$ cat src/rtl/u2u_pkg.sv
package u2u_pkg;

  // Depth of the result queue; at least two so a byte can leave two units
  localparam int unsigned ResultDepth = 4;

  // Following bytes expected after a lead byte
  localparam logic [1:0] NoneOpen     = 2'd0;
  localparam logic [1:0] TwoByteLead  = 2'd1;
  localparam logic [1:0] ThreeByteLead = 2'd2;

  // Results produced by one input byte, handed from decoder to queue
  typedef struct packed {
    logic        emit_unit;  // a decoded code unit is produced
    logic [15:0] unit;       // its value
    logic        emit_term;  // the terminator follows (end of buffer)
  } dec_res_t;

  // One queued result
  typedef struct packed {
    logic [15:0] unit;
    logic        last;
  } entry_t;

endpackage

$ cat src/rtl/u2u_dec.sv
module u2u_dec (
  input  logic               clk_i,
  input  logic               rst_ni,
  input  logic               accept_i,
  input  logic [7:0]         in_byte_i,
  input  logic               end_of_buffer_i,
  output u2u_pkg::dec_res_t  res_o
);

  logic [1:0]  pend_q, pend_d;
  logic [15:0] pv_q, pv_d;
  logic [15:0] shifted;

  // Decode of one byte against the open sequence
  always_comb begin
    res_o   = '0;
    pend_d  = pend_q;
    pv_d    = pv_q;
    shifted = {pv_q[9:0], in_byte_i[5:0]};
    if (pend_q != u2u_pkg::NoneOpen) begin
      // following byte: take low six bits, top bits not checked
      pv_d   = shifted;
      pend_d = pend_q - 2'd1;
      if (pend_d == u2u_pkg::NoneOpen) begin
        res_o.emit_unit = 1'b1;
        res_o.unit      = shifted;
        pv_d            = '0;
      end
    end else if (!in_byte_i[7]) begin
      res_o.emit_unit = 1'b1;
      res_o.unit      = {9'd0, in_byte_i[6:0]};
    end else if (in_byte_i[7:4] == 4'hF) begin
      // four-byte or longer lead: skipped
    end else if (in_byte_i[7:5] == 3'b111) begin
      pv_d   = {12'd0, in_byte_i[3:0]};
      pend_d = u2u_pkg::ThreeByteLead;
    end else if (in_byte_i[7:6] == 2'b11) begin
      pv_d   = {11'd0, in_byte_i[4:0]};
      pend_d = u2u_pkg::TwoByteLead;
    end
    // stray continuation bytes fall through and are skipped

    // end of buffer drops any open sequence and adds the terminator
    if (end_of_buffer_i) begin
      pend_d          = u2u_pkg::NoneOpen;
      pv_d            = '0;
      res_o.emit_term = 1'b1;
    end
  end

  // Sequence state, updated only on an accepted request
  always_ff @(posedge clk_i or negedge rst_ni) begin
    if (!rst_ni) begin
      pend_q <= u2u_pkg::NoneOpen;
      pv_q   <= '0;
    end else if (accept_i) begin
      pend_q <= pend_d;
      pv_q   <= pv_d;
    end
  end

`ifndef SYNTHESIS
  // a three-byte lead opens at most two following bytes
  assert property (@(posedge clk_i) disable iff (!rst_ni) pend_q != 2'd3)
    else $error("u2u_dec: pending count out of range");

  // end of buffer closes any open sequence
  assert property (@(posedge clk_i) disable iff (!rst_ni)
    accept_i && end_of_buffer_i |=> pend_q == u2u_pkg::NoneOpen && pv_q == 16'd0)
    else $error("u2u_dec: sequence still open after end of buffer");

  // the last following byte always closes the sequence
  assert property (@(posedge clk_i) disable iff (!rst_ni)
    accept_i && pend_q == u2u_pkg::TwoByteLead |=> pend_q == u2u_pkg::NoneOpen)
    else $error("u2u_dec: sequence not closed by its last byte");
`endif

endmodule

$ cat src/rtl/u2u_fifo.sv
module u2u_fifo #(
  parameter int unsigned Depth = u2u_pkg::ResultDepth
) (
  input  logic               clk_i,
  input  logic               rst_ni,
  input  logic               push_i,
  input  u2u_pkg::dec_res_t  res_i,
  output logic               room_o,
  output logic               out_valid_o,
  input  logic               out_stall_i,
  output logic [15:0]        code_unit_o,
  output logic               last_unit_o
);

  localparam int unsigned PtrW = (Depth > 1) ? $clog2(Depth) : 1;
  localparam int unsigned CntW = $clog2(Depth + 1);
  localparam logic [PtrW-1:0] LastPtr = PtrW'(Depth - 1);

  u2u_pkg::entry_t mem_q [Depth];
  logic [PtrW-1:0] wr_ptr_q, wr_ptr_d, rd_ptr_q, rd_ptr_d, wr_next;
  logic [CntW-1:0] cnt_q, cnt_d;
  logic [1:0]      push_n;
  logic            pop;
  u2u_pkg::entry_t first, second;

  // Entries to write: the unit first, then the terminator
  always_comb begin
    push_n = 2'd0;
    if (push_i) begin
      push_n = {1'b0, res_i.emit_unit} + {1'b0, res_i.emit_term};
    end
    first.unit  = res_i.emit_unit ? res_i.unit : 16'd0;
    first.last  = !res_i.emit_unit;
    second.unit = 16'd0;
    second.last = 1'b1;
  end

  assign wr_next = (wr_ptr_q == LastPtr) ? '0 : wr_ptr_q + 1'b1;
  assign pop     = out_valid_o && !out_stall_i;

  // Pointer and count update
  always_comb begin
    wr_ptr_d = wr_ptr_q;
    if (push_n == 2'd1) begin
      wr_ptr_d = wr_next;
    end else if (push_n == 2'd2) begin
      wr_ptr_d = (wr_next == LastPtr) ? '0 : wr_next + 1'b1;
    end
    rd_ptr_d = rd_ptr_q;
    if (pop) begin
      rd_ptr_d = (rd_ptr_q == LastPtr) ? '0 : rd_ptr_q + 1'b1;
    end
    cnt_d = cnt_q + CntW'(push_n) - CntW'(pop);
  end

  always_ff @(posedge clk_i or negedge rst_ni) begin
    if (!rst_ni) begin
      wr_ptr_q <= '0;
      rd_ptr_q <= '0;
      cnt_q    <= '0;
    end else begin
      wr_ptr_q <= wr_ptr_d;
      rd_ptr_q <= rd_ptr_d;
      cnt_q    <= cnt_d;
    end
  end

  // Storage, no reset needed
  always_ff @(posedge clk_i) begin
    if (push_n != 2'd0) begin
      mem_q[wr_ptr_q] <= first;
    end
    if (push_n == 2'd2) begin
      mem_q[wr_next] <= second;
    end
  end

  // Room for the worst case of two results, from registered state only
  assign room_o      = (cnt_q <= CntW'(Depth - 2));
  assign out_valid_o = (cnt_q != '0);
  assign code_unit_o = mem_q[rd_ptr_q].unit;
  assign last_unit_o = mem_q[rd_ptr_q].last;

`ifndef SYNTHESIS
  assert property (@(posedge clk_i) disable iff (!rst_ni) cnt_q <= CntW'(Depth))
    else $error("u2u_fifo: queue overflow");

  assert property (@(posedge clk_i) disable iff (!rst_ni)
    pop && push_n == 2'd0 |=> cnt_q == $past(cnt_q) - 1'b1)
    else $error("u2u_fifo: count did not drop on pop");

  assert property (@(posedge clk_i) disable iff (!rst_ni)
    !pop && push_n == 2'd2 |=> cnt_q == $past(cnt_q) + 2'd2)
    else $error("u2u_fifo: count did not rise by two");
`endif

endmodule

$ cat src/rtl/utf8_to_utf16_decoder_unit.sv
// UTF-8 to 16-bit code unit decoder.
// Input channel: one byte per request on in_byte_i, with end_of_buffer_i set
// on the final byte of a buffer. Accepted when in_valid_i is high and
// in_stall_o is low.
// Output channel: code_unit_o / last_unit_o, taken when out_valid_o is high
// and out_stall_i is low. last_unit_o marks the zero terminator that follows
// the final byte of each buffer.
// Throughput: one byte per cycle. A byte yields zero, one or two units; with
// the receiver always ready, a byte that yields two units (unit plus
// terminator) puts its extra unit into the result queue, which absorbs it,
// so input stalls only when the queue cannot take two more units.
// A unit produced by a byte is written into the result queue when that byte
// is accepted and appears on the output once the units ahead of it are taken.
// in_stall_o comes from the queue fill level alone. When the receiver stalls,
// the head unit holds and the queue fills; input stalls once fewer than two
// slots are free.
// Reset: no sequence open, the queue empty, out_valid_o low.
module utf8_to_utf16_decoder_unit #(
  parameter int unsigned ResultDepth = u2u_pkg::ResultDepth
) (
  input  logic        clk_i,
  input  logic        rst_ni,
  input  logic        in_valid_i,
  output logic        in_stall_o,
  input  logic [7:0]  in_byte_i,
  input  logic        end_of_buffer_i,
  output logic        out_valid_o,
  input  logic        out_stall_i,
  output logic [15:0] code_unit_o,
  output logic        last_unit_o
);

  logic              room;
  logic              accept;
  u2u_pkg::dec_res_t res;

  assign in_stall_o = !room;
  assign accept     = in_valid_i && room;

  // Byte decode and sequence state
  u2u_dec u_dec (
    .clk_i           (clk_i),
    .rst_ni          (rst_ni),
    .accept_i        (accept),
    .in_byte_i       (in_byte_i),
    .end_of_buffer_i (end_of_buffer_i),
    .res_o           (res)
  );

  // Result queue, which also drives the output
  u2u_fifo #(
    .Depth (ResultDepth)
  ) u_fifo (
    .clk_i       (clk_i),
    .rst_ni      (rst_ni),
    .push_i      (accept),
    .res_i       (res),
    .room_o      (room),
    .out_valid_o (out_valid_o),
    .out_stall_i (out_stall_i),
    .code_unit_o (code_unit_o),
    .last_unit_o (last_unit_o)
  );

endmodule

$ cat config.mk
export PLATFORM = sky130hd
export DESIGN_NAME = utf8_to_utf16_decoder_unit
export DESIGN_NICKNAME = d
export VERILOG_FILES = /design/src/rtl/u2u_pkg.sv /design/src/rtl/u2u_dec.sv /design/src/rtl/u2u_fifo.sv /design/src/rtl/utf8_to_utf16_decoder_unit.sv
export SDC_FILE = /design/constraint.sdc
export NUM_CORES = 1
export LEC_CHECK = 0
export BUFFER_PORTS_ARGS = -buffer_cell sky130_fd_sc_hd__buf_4
export CAP_MARGIN = 10
export CELL_PAD_IN_SITES_DETAIL_PLACEMENT = 0
export CELL_PAD_IN_SITES_GLOBAL_PLACEMENT = 1
export CORE_ASPECT_RATIO = 0.5
export CORE_MARGIN = 2
export CORE_UTILIZATION = 46
export CTS_CLUSTER_DIAMETER = 120
export DETAILED_ROUTE_END_ITERATION = 10
export PLACE_DENSITY = 0.76
export SYNTH_ARGS = -nofsm -noshare
export SYNTH_HDL_FRONTEND = slang
export SYNTH_SLANG_ARGS = --single-unit
$ cat constraint.sdc
create_clock -name clk_i -period 2.4 [get_ports clk_i]
set_input_delay 0 -clock clk_i [delete_from_list [all_inputs] [get_ports clk_i]]
set_output_delay 0 -clock clk_i [all_outputs]
set_load 0.01 [all_outputs]
; ---- Yosys cells after proc, flatten, opt, wreduce, memory -nomap -nowiden
; Memory sizes are Yosys's and may differ from the RTL's.
; Cells that the tools add are included.
[classes]
add_sub_neg = 7
magnitude_cmp = 1
eq_ne = 9
muxes = 28
n_reduce_logical = 13
[op_table]
columns = operator, n
row1 = $mux 10, 7
row2 = $mux 17, 3
row3 = $mux 2, 12
row4 = $mux 16, 1
row5 = $eq 2x2->1 const B, 5
row6 = $add 2x1->2 const B, 3
row7 = $reduce_bool 2->1, 3
row8 = $reduce_bool 3->1, 2
row9 = $mux 1, 5
row10 = $eq 4x4->1 const B, 1
row11 = $reduce_and 4->1, 1
row12 = $reduce_bool 4->1, 1
row13 = $add 3x2->3, 1
row14 = $eq 3x3->1 const B, 1
row15 = $le 3x2->1 const B, 1
row16 = $logic_not 1->1, 3
row17 = $ne 3x2->1 const B, 1
row18 = $sub 3x1->3, 1
row19 = $add 1x1->2, 1
row20 = $eq 2x1->1 const B, 1
row21 = $logic_and 1x1->1, 2
row22 = $logic_not 2->1, 1
row23 = $sub 2x1->2 const B, 1
[word_totals]
regBits = 19
mem_bits_rw = 68
input_bits = 13
out_inout_bits = 19
memories = 1
[memory_table]
columns = memory, words, width, rd, rd_ports_with_merged_regs, write_ports, line
row1 = u_fifo.mem_q, 4, 17, 1, 0, 2, u2u_fifo.sv:19  ; u2u_pkg::entry_t mem_q [Depth];

; ---- Logic depth before layout (Yosys ltp)
; Gate-level depths: netlist of run 1.
[depth]
depth_word = 9
mapped_depth = 13
ltp_nobuf = 10

; ---- Hierarchy
; From an unflattened synthesis of run 1, not the netlist that was laid out.
[hier_totals]
hier_cells = 472
hier_area_um2 = 4324.1
[modules_own_cells]
columns = module, instances, cells_each, area_per_inst_um2, seq_area_each_um2
row1 = u2u_fifo, 1, 382, 3547.2, 1536.5
row2 = u2u_dec, 1, 88, 767.0, 300.3
row3 = utf8_to_utf16_decoder_unit, 1, 2, 10.0, 0.0

; ---- Worst setup path after synthesis of run 1
; Ideal clock, no wire load.
[synth_timing]
kind = reg2reg
start = reg u_fifo.cnt_q[0]
end = reg u_fifo.cnt_q[2]
arrival_time_ns = 2.105
required_time_ns = 2.277
setup_slack_ns = 0.172
stages_incl_launch_ff = 10
n_path_buf = 0
period_less_slack_ns = 2.228
path_cell_list = dfrtp_1 > or3_1 > nor2b_1 > ha_1 > inv_1 > ha_1 > inv_1 > fa_1 > xor2_1 > xnor2_1
[synth_between]
word_cells_on_any_way = 7
[synth_lines]
columns = item, line
row1 = "start, declared", u2u_fifo.sv:21  ; logic [CntW-1:0] cnt_q, cnt_d;
row2 = "start signal, assigned", u2u_fifo.sv:64  ; cnt_q <= cnt_d;
row3 = $reduce_bool 3->1, u2u_fifo.sv:80  ; assign out_valid_o = (cnt_q != '0);
row4 = via out_valid_o, utf8_to_utf16_decoder_unit.sv:27  ; output logic out_valid_o,
row5 = $logic_and 1x1->1, u2u_fifo.sv:39  ; assign pop = out_valid_o && !out_stall_i;
row6 = via u_fifo.pop, u2u_fifo.sv:23  ; logic pop;
row7 = $sub 3x1->3, u2u_fifo.sv:53  ; cnt_d = cnt_q + CntW'(push_n) - CntW'(pop);
row8 = via u_fifo.cnt_d[2], u2u_fifo.sv:21
; The timed path passes the listed nets, and every way through them passes these cells.
; A chain may end at the register's enable or synchronous reset.

; ---- Worst setup path after layout of run 1
[layout_timing]
start = reg u_fifo.cnt_q[0]
end = reg u_fifo.cnt_q[2]
[layout_between]
word_cells_on_any_way = 7
[layout_lines]
columns = item, line
row1 = $reduce_bool 3->1, u2u_fifo.sv:80
row2 = $logic_and 1x1->1, u2u_fifo.sv:39
row3 = via u_fifo.pop, u2u_fifo.sv:23
row4 = $sub 3x1->3, u2u_fifo.sv:53
row5 = via u_fifo.cnt_d[2], u2u_fifo.sv:21
; The timed path passes the listed nets, and every way through them passes these cells.

==> run_results.csv, run 1 <==
group,metric,value,unit
status,status,"complete, but fails checks",
status,violations,"hold timing",
die,die_w,137.5,µm
worst_setup_path,crit_fanout,3,
clock_tree,clkLatencyLatePin,350,ps
cells_and_area,utilization,56.52,%
sta,hold_viol,1,
cells_and_area,post_route_cells_drive_above_1_share,19.22,%
synthesis,async_flop_share,21.84,%
global_route,grt_overflow,0,
clock_tree,post-cts-setup-buffers,0,
sta,setup_viol_count_final,0,
synthesis,synth-compound-area-share,11.27,%
cells_and_area,finalNetCount,513,
worst_hold_path,hold_class,"in2reg",
sta,finalCriticalPeriod,2243,ps
placed_design,io_buffers,31,
cells_and_area,final.fill_count,754,
global_route,antenna_found_initial,0,
job,cap_violations,0,
synthesis,ys_ff_latch,87,
synthesis,synthesis.area,4096,µm²
power_and_ir_drop,vdd_drop_max,682.7,µV
sta,fin_crit_sh,93.47,%
placed_design,gp_congestion,0.7844,
route,routedWlPerCell,17.85,µm
die,dieArea,9722,µm²
placed_design,dp.cells,581,
sta,clock-skew-final,6.852,ps
placed_design,placed_area,4514,µm²
synthesis,synth_top_family_by_area,"simple AND/OR/NAND/NOR gates",
cells_and_area,final_cell_mix,"nand2_1, dfxtp_1, a21oi_1, nand3_1, buf_4",
clock_tree,root_buffer,"clkbuf_16",
route,ant_nets,0,
cells_and_area,final_cells,606,
power_and_ir_drop,static-leakage-power,1.970,nW
route,viasPerCell,5.587,
synthesis,synth_mux_area_share,11.51,%
route,drt_iter0_drc,324,
clock_tree,path_clk_slew,60,ps
worst_setup_path,crit_buf_inv,2,
cells_and_area,area_growth,19.73,%
sta,worstMarginPinSlew,398.4,ps
synthesis,synth_xor_area_share,0.6414,%
worst_setup_path,cpPeakStageDelay,400,ps
cells_and_area,layout_commonest_cell,"nand2_1",
global_route,grt_pass1_wl,17.69,mm
synthesis,synth_edf_count,0,
power_and_ir_drop,pwr_density_cell,1221,nW/µm²
worst_setup_path,critical-path-top-delay-family,"adder cells",
clock_tree,cts.sinks,87,
worst_setup_path,r2r_setup_slack,160,ps
clock_tree,cts_tree,"built",
die,pin_count,32,
synthesis,synth_cell_types,41,
synthesis,yosysWarnings,0,
worst_setup_path,cp-end-kind,"flop",
sta,fin_setup_tns,0,ps
clock_tree,cts_buffer_depth,2,
sta,max_slew_margin,73.44,%
route,drcViolationCount,0,
clock_tree,tritoncts.num_buffers,9,
synthesis,synthCells,448,
worst_setup_path,critPathSlowestCell,"dfrtp_1",
worst_setup_path,cp.required,2660,ps
synthesis,syn_area_per_cell,9.144,µm²
route,vias,3386,
worst_setup_path,worstPathArrival,2510,ps
global_route,grt_max_degree,37,
clock_tree,htree_levels,3,
sta,timing.hold.ws,-5.669,ps
worst_setup_path,path_class,"reg2reg",
route,firstDrtPassIters,5,
synthesis,synth-simple-area-share,20.16,%
cells_and_area,antennaDiodeCount,0,
synthesis,synthFlopType,"dfxtp_1",
synthesis,syn_nets,477,
die,die_h,70.73,µm
route,wirelength,10.82,mm
synthesis,yosysSeqAreaShare,44.84,%
sta,fmax,0.4458,GHz
sta,maxSlewViolCount,0,
global_route,grt_pass1_vias,3348,
cells_and_area,final_cell_area,4905,µm²
die,start_util,47.20,%
die,core-area,8678,µm²
sta,rsz0062_at_grt,"no",
synthesis,yosys.area_share.adder,5.070,%
worst_setup_path,startpoint_type,"flop",
global_route,track_usage,24.56,%
placed_design,hpwlAfterDp,7.163,mm
die,rows,24,
worst_setup_path,path_cells,"or3_1, nor2b_2, ha_1, inv_1, ha_1, inv_1, fa_2, xor2_2, xnor2_1",
==> metrics by stage <==
| stage | setup WS [ps] | total power, mW | hold slack, ps |
|---|---|---|---|
| 3_3_place_gp | 192.8 | 4.535 | -111.7 |
| 2_1_floorplan | 172.5 | 3.854 | -295.6 |
| 3_5_place_dp | 133.7 | 4.641 | -103.5 |
| 5_1_grt | 7.646 | 6.383 | 4.132 |
| 4_1_cts | 121.4 | 5.990 | 18.33 |
| 6_report | 156.6 | 5.990 | -5.669 |
==> cell families after synthesis <==
| group | Yosys count |
|---|---|
| buffers and inverters | 57 |
| adders and majority gates | 16 |
| and+or+nand+nor | 175 |
| xor gates and xnor gates | 3 |
| muxes | 25 |
| AOI/OAI and AO/OA | 85 |
| DFF | 87 |
==> final cells by class <==
cell class / instances / area [µm²] / area share [%]
clock buffers: 13 / 270.3 / 5.510
clock inverters: 3 / 17.52 / 0.3571
inverters: 20 / 75.07 / 1.531
multi-input cells: 304 / 2008 / 40.94
flip-flops and latches: 87 / 1837 / 37.45
well taps: 117 / 146.4 / 2.985
repair buffers: 62 / 550.5 / 11.22
==> worst min-delay path, stage by stage <==
cell,delay [ps]
buf_4,80
nor2b_2,40
mux2_1,180
==> routing by layer <==
layer	track usage, %	routed length, µm
met2	37.87	4969
met5	0	0
met3	6.738	910
met4	8.133	161
met1	33.72	4777
==> synthesized netlist by cell type (2+ instances only) <==
| library cell | number | area (µm²) |
|---|---|---|
| and2_1 | 5 | 31.28 |
| a21oi_1 | 66 | 330.3 |
| o211ai_1 | 4 | 30.03 |
| mux2_1 | 2 | 22.52 |
| nand2b_1 | 4 | 25.02 |
| nand4b_1 | 5 | 43.79 |
| inv_1 | 19 | 71.32 |
| buf_4 | 4 | 30.03 |
| dfrtp_1 | 19 | 475.5 |
| nand2_1 | 76 | 285.3 |
| o31ai_1 | 4 | 30.03 |
| dfxtp_1 | 68 | 1361 |
| nand3_1 | 63 | 315.3 |
| mux4_2 | 17 | 382.9 |
| nor2_1 | 8 | 30.03 |
| nor2b_1 | 6 | 37.54 |
| clkbuf_1 | 5 | 18.77 |
| buf_1 | 3 | 11.26 |
| buf_2 | 24 | 120.1 |
| or2_1 | 2 | 12.51 |
| xnor2_1 | 2 | 17.52 |
| o21ai_1 | 6 | 30.03 |
| ha_1 | 15 | 187.7 |
| mux2i_1 | 4 | 40.04 |
==> where the power goes <==
part	internal (mW)	switching, mW	total, mW
combinational	1.14	1.23	2.36
sequential	1.96	0.329	2.29
clock	0.783	0.555	1.34
total	3.88	2.11	5.99
==> state kept, by name, summed over array words and instances (netlist names) <==
name             flops
u_dec.pend_q         2
u_dec.pv_q          10
u_fifo.cnt_q         3
u_fifo.mem_q        68
u_fifo.rd_ptr_q      2
u_fifo.wr_ptr_q      2
==> path summary, 6_finish.rpt <==
check,from,to,cells after the start
setup / recovery,u_fifo.cnt_q[0]$_DFF_PN0_,u_fifo.cnt_q[2]$_DFF_PN0_,9
hold / removal,out_stall_i,u_fifo.rd_ptr_q[0]$_DFFE_PN0P_,3
setup reg to reg,u_fifo.cnt_q[0]$_DFF_PN0_,u_fifo.cnt_q[2]$_DFF_PN0_,9
hold reg to reg,u_fifo.mem_q[1][15]$_SDFFE_PP0P_,u_fifo.mem_q[1][15]$_SDFFE_PP0P_,2
max in group asynchronous,rst_ni,u_dec.pv_q[7]$_DFFE_PN0P_,2
min in group asynchronous,rst_ni,u_fifo.rd_ptr_q[0]$_DFFE_PN0P_,2
==> what timing repair did <==
item | CTS | global route
resized for setup | 0 | 3
hold endpoints to repair | 49 | 0
setup endpoints to repair | 0 | 1
hold buffers | 9 | 0
No activity file was read; power rests on OpenSTA's default activity.
==> inputs of run 2 (changes only) <==
- BUFFER_PORTS_ARGS: -buffer_cell sky130_fd_sc_hd__buf_4 -> -buffer_cell sky130_fd_sc_hd__clkbuf_2
- GPL_TIMING_DRIVEN: unset -> 0
==> run 2 against run 1 <==
The flow now finishes without violations. Worst hold slack gained 13 ps. Worst setup slack worse by 35 ps. Sequential power about the same. Largest power group unchanged. Via count up 0.65%. Non-clock buffer count up 6. Critical path depth did not move. Critical endpoint unchanged. Register-to-register slack got worse by 40 ps. Global-route usage increased by 0.14 points. Combinational power decreased by 2%.
==> run_results.csv, run 2 (synthesis gave the netlist of run 1 again) <==
group,metric,value,unit
clock_tree,path_clk_slew,60,ps
worst_setup_path,crit_fanout,3,
cells_and_area,multi_input_area,2033,µm²
die,rows,24,
cells_and_area,final_cell_area,4812,µm²
sta,hold_viol,0,
sta,fin_setup_tns,0,ps
cells_and_area,area_growth,17.47,%
cells_and_area,final_cell_mix,"nand2_1, dfxtp_1, a21oi_1, nand3_1, clkbuf_2",
worst_setup_path,cp-end-kind,"flop",
sta,maxSlewViolCount,0,
cells_and_area,reg_top3,"u_fifo.mem_q: 68 flops, u_dec.pv_q: 10 flops, u_fifo.cnt_q: 3 flops",
global_route,grt_pass1_vias,3366,
status,status,"finished, final reports clean",
power_and_ir_drop,power_frac_comb,39.2,%
global_route,antenna_found_initial,0,
cells_and_area,final_cells,612,
sta,fmax,0.4389,GHz
route,wirelength,11.09,mm
power_and_ir_drop,swShare,35.80,%
cells_and_area,post_route_cells_drive_above_1_share,22.02,%
placed_design,io_buffers,30,
cells_and_area,layout_commonest_cell,"nand2_1",
global_route,track_usage,24.69,%
clock_tree,cts.sinks,87,
clock_tree,root_buffer,"clkbuf_16",
sta,worstMarginPinSlew,500.3,ps
job,cap_violations,0,
global_route,grt_pass1_wl,17.88,mm
placed_design,hpwlAfterDp,7.619,mm
route,routedWlPerCell,18.11,µm
power_and_ir_drop,pwr_density_cell,1228,nW/µm²
placed_design,placed_area,4393,µm²
power_and_ir_drop,vdd_drop_max,491.6,µV
die,dieArea,9722,µm²
worst_setup_path,startpoint_type,"flop",
worst_setup_path,cp.required,2620,ps
power_and_ir_drop,static-leakage-power,1.961,nW
global_route,grt_max_degree,20,
route,vias,3408,
sta,finalCriticalPeriod,2278,ps
clock_tree,cts_tree,"built",
route,drcViolationCount,0,
clock_tree,clkLatencyLatePin,340,ps
worst_setup_path,path_class,"reg2reg",
die,die_h,70.73,µm
cells_and_area,regArea,1837,µm²
route,ant_nets,0,
power_and_ir_drop,p_int,3.794,mW
cells_and_area,final.fill_count,827,
sta,max_slew_margin,66.65,%
route,firstDrtPassIters,5,
route,viasPerCell,5.569,
placed_design,gp_congestion,0.8193,
cells_and_area,regMostFlops,"u_fifo.mem_q",
worst_setup_path,worstPathArrival,2500,ps
power_and_ir_drop,clkPwrFrac,22.2,%
route,drt_iter0_drc,187,
sta,clock-skew-final,7.115,ps
cells_and_area,finalNetCount,519,
die,core-area,8678,µm²
die,pin_count,32,
cells_and_area,largest_reg_flops,68,
sta,fin_crit_sh,94.94,%
global_route,grt_overflow,0,
clock_tree,tritoncts.num_buffers,9,
die,die_w,137.5,µm
sta,setup_viol_count_final,0,
sta,rsz0062_at_grt,"no",
clock_tree,htree_levels,3,
clock_tree,cts_buffer_depth,2,
power_and_ir_drop,p_switching,2.116,mW
placed_design,dp.cells,595,
power_and_ir_drop,seq_power_share,38.6,%
cells_and_area,antennaDiodeCount,0,
worst_hold_path,hold_class,"in2reg",
die,start_util,47.20,%
run 2: cell count changes in the layout (fill, tap and decap cells not counted), moves of 4 or more:
cell      change
buf_12        -5
buf_2         +9
buf_4        -34
buf_6         +4
clkbuf_2     +30
clkbuf_4      +5
run 2: critical path, stage by stage, from the launching register on:
cell     delay [ps]
dfrtp_1         400
or3_1           390
nor2b_2         190
ha_1            290
inv_1            60
ha_1            130
inv_1            40
fa_1            380
xor2_1          160
xnor2_1         120
run 2: through the flow:
step | hold WS (ps) | utilization, % | worst slack (ps) | power (mW)
after floorplan | -295.6 | - | 172.5 | 3.854
after global placement | -8.038 | 50.62 | -481.7 | 4.489
after detailed placement | -8.198 | 50.62 | -462.3 | 4.535
after CTS | 2.202 | 55.12 | 0.9959 | 5.892
after global routing | 26.10 | 55.45 | 2.672 | 6.295
final | 7.480 | 55.45 | 121.5 | 5.910
run 2: layout make-up:
type,instances,area share [%]
inverters,20,1.560
multi-input cells,304,42.25
repair buffers,37,4.524
clock inverters,3,0.3640
flip-flops and latches,87,38.17
plain buffers,31,4.680
well taps,117,3.042
clock buffers,13,5.408
run 2: repair_timing:
action / 4_1_cts / 5_1_grt
hold endpoints to repair: 39 / 0
gates resized for setup: 29 / 15
pin swaps: 0 / 1
buffers inserted: 0 / 1
setup endpoints to repair: 58 / 57
hold buffers: 6 / 0
run 2: power groups by stage:
stage,registers (mW),logic (mW),clock network (mW)
finish,2.28,2.32,1.31
global route,2.35,2.57,1.38
CTS,2.27,2.29,1.33
detailed placement,2.30,2.24,0
global placement,2.29,2.20,0
floorplan,2.20,1.65,0
run 2: metal layers:
metal / global-route usage, % / share of wire (%) / vias to the layer above
li1: - / - / 1634
met1: 35.86 / 50 / 1681
met2: 37.76 / 44 / 80
met3: 5.090 / 4.3 / 13
met4: 6.415 / 0.97 / 0
met5: 0 / 0 / -
run 2: final timing paths:
path                                                       from                              end  slack, ps  cells after the start
worst min-delay path                               in_byte_i[3]        u_dec.pv_q[3]$_DFFE_PN0P_          7                      3
worst min register to register  u_fifo.mem_q[1][9]$_SDFFE_PP0P_  u_fifo.mem_q[1][9]$_SDFFE_PP0P_        450                      2
min in group asynchronous                                rst_ni        u_fifo.cnt_q[0]$_DFF_PN0_        170                      2
worst max register to register        u_fifo.cnt_q[0]$_DFF_PN0_        u_fifo.cnt_q[2]$_DFF_PN0_        120                      9
worst max-delay path                  u_fifo.cnt_q[0]$_DFF_PN0_        u_fifo.cnt_q[2]$_DFF_PN0_        120                      9
max in group asynchronous                                rst_ni        u_dec.pv_q[7]$_DFFE_PN0P_       1890                      2
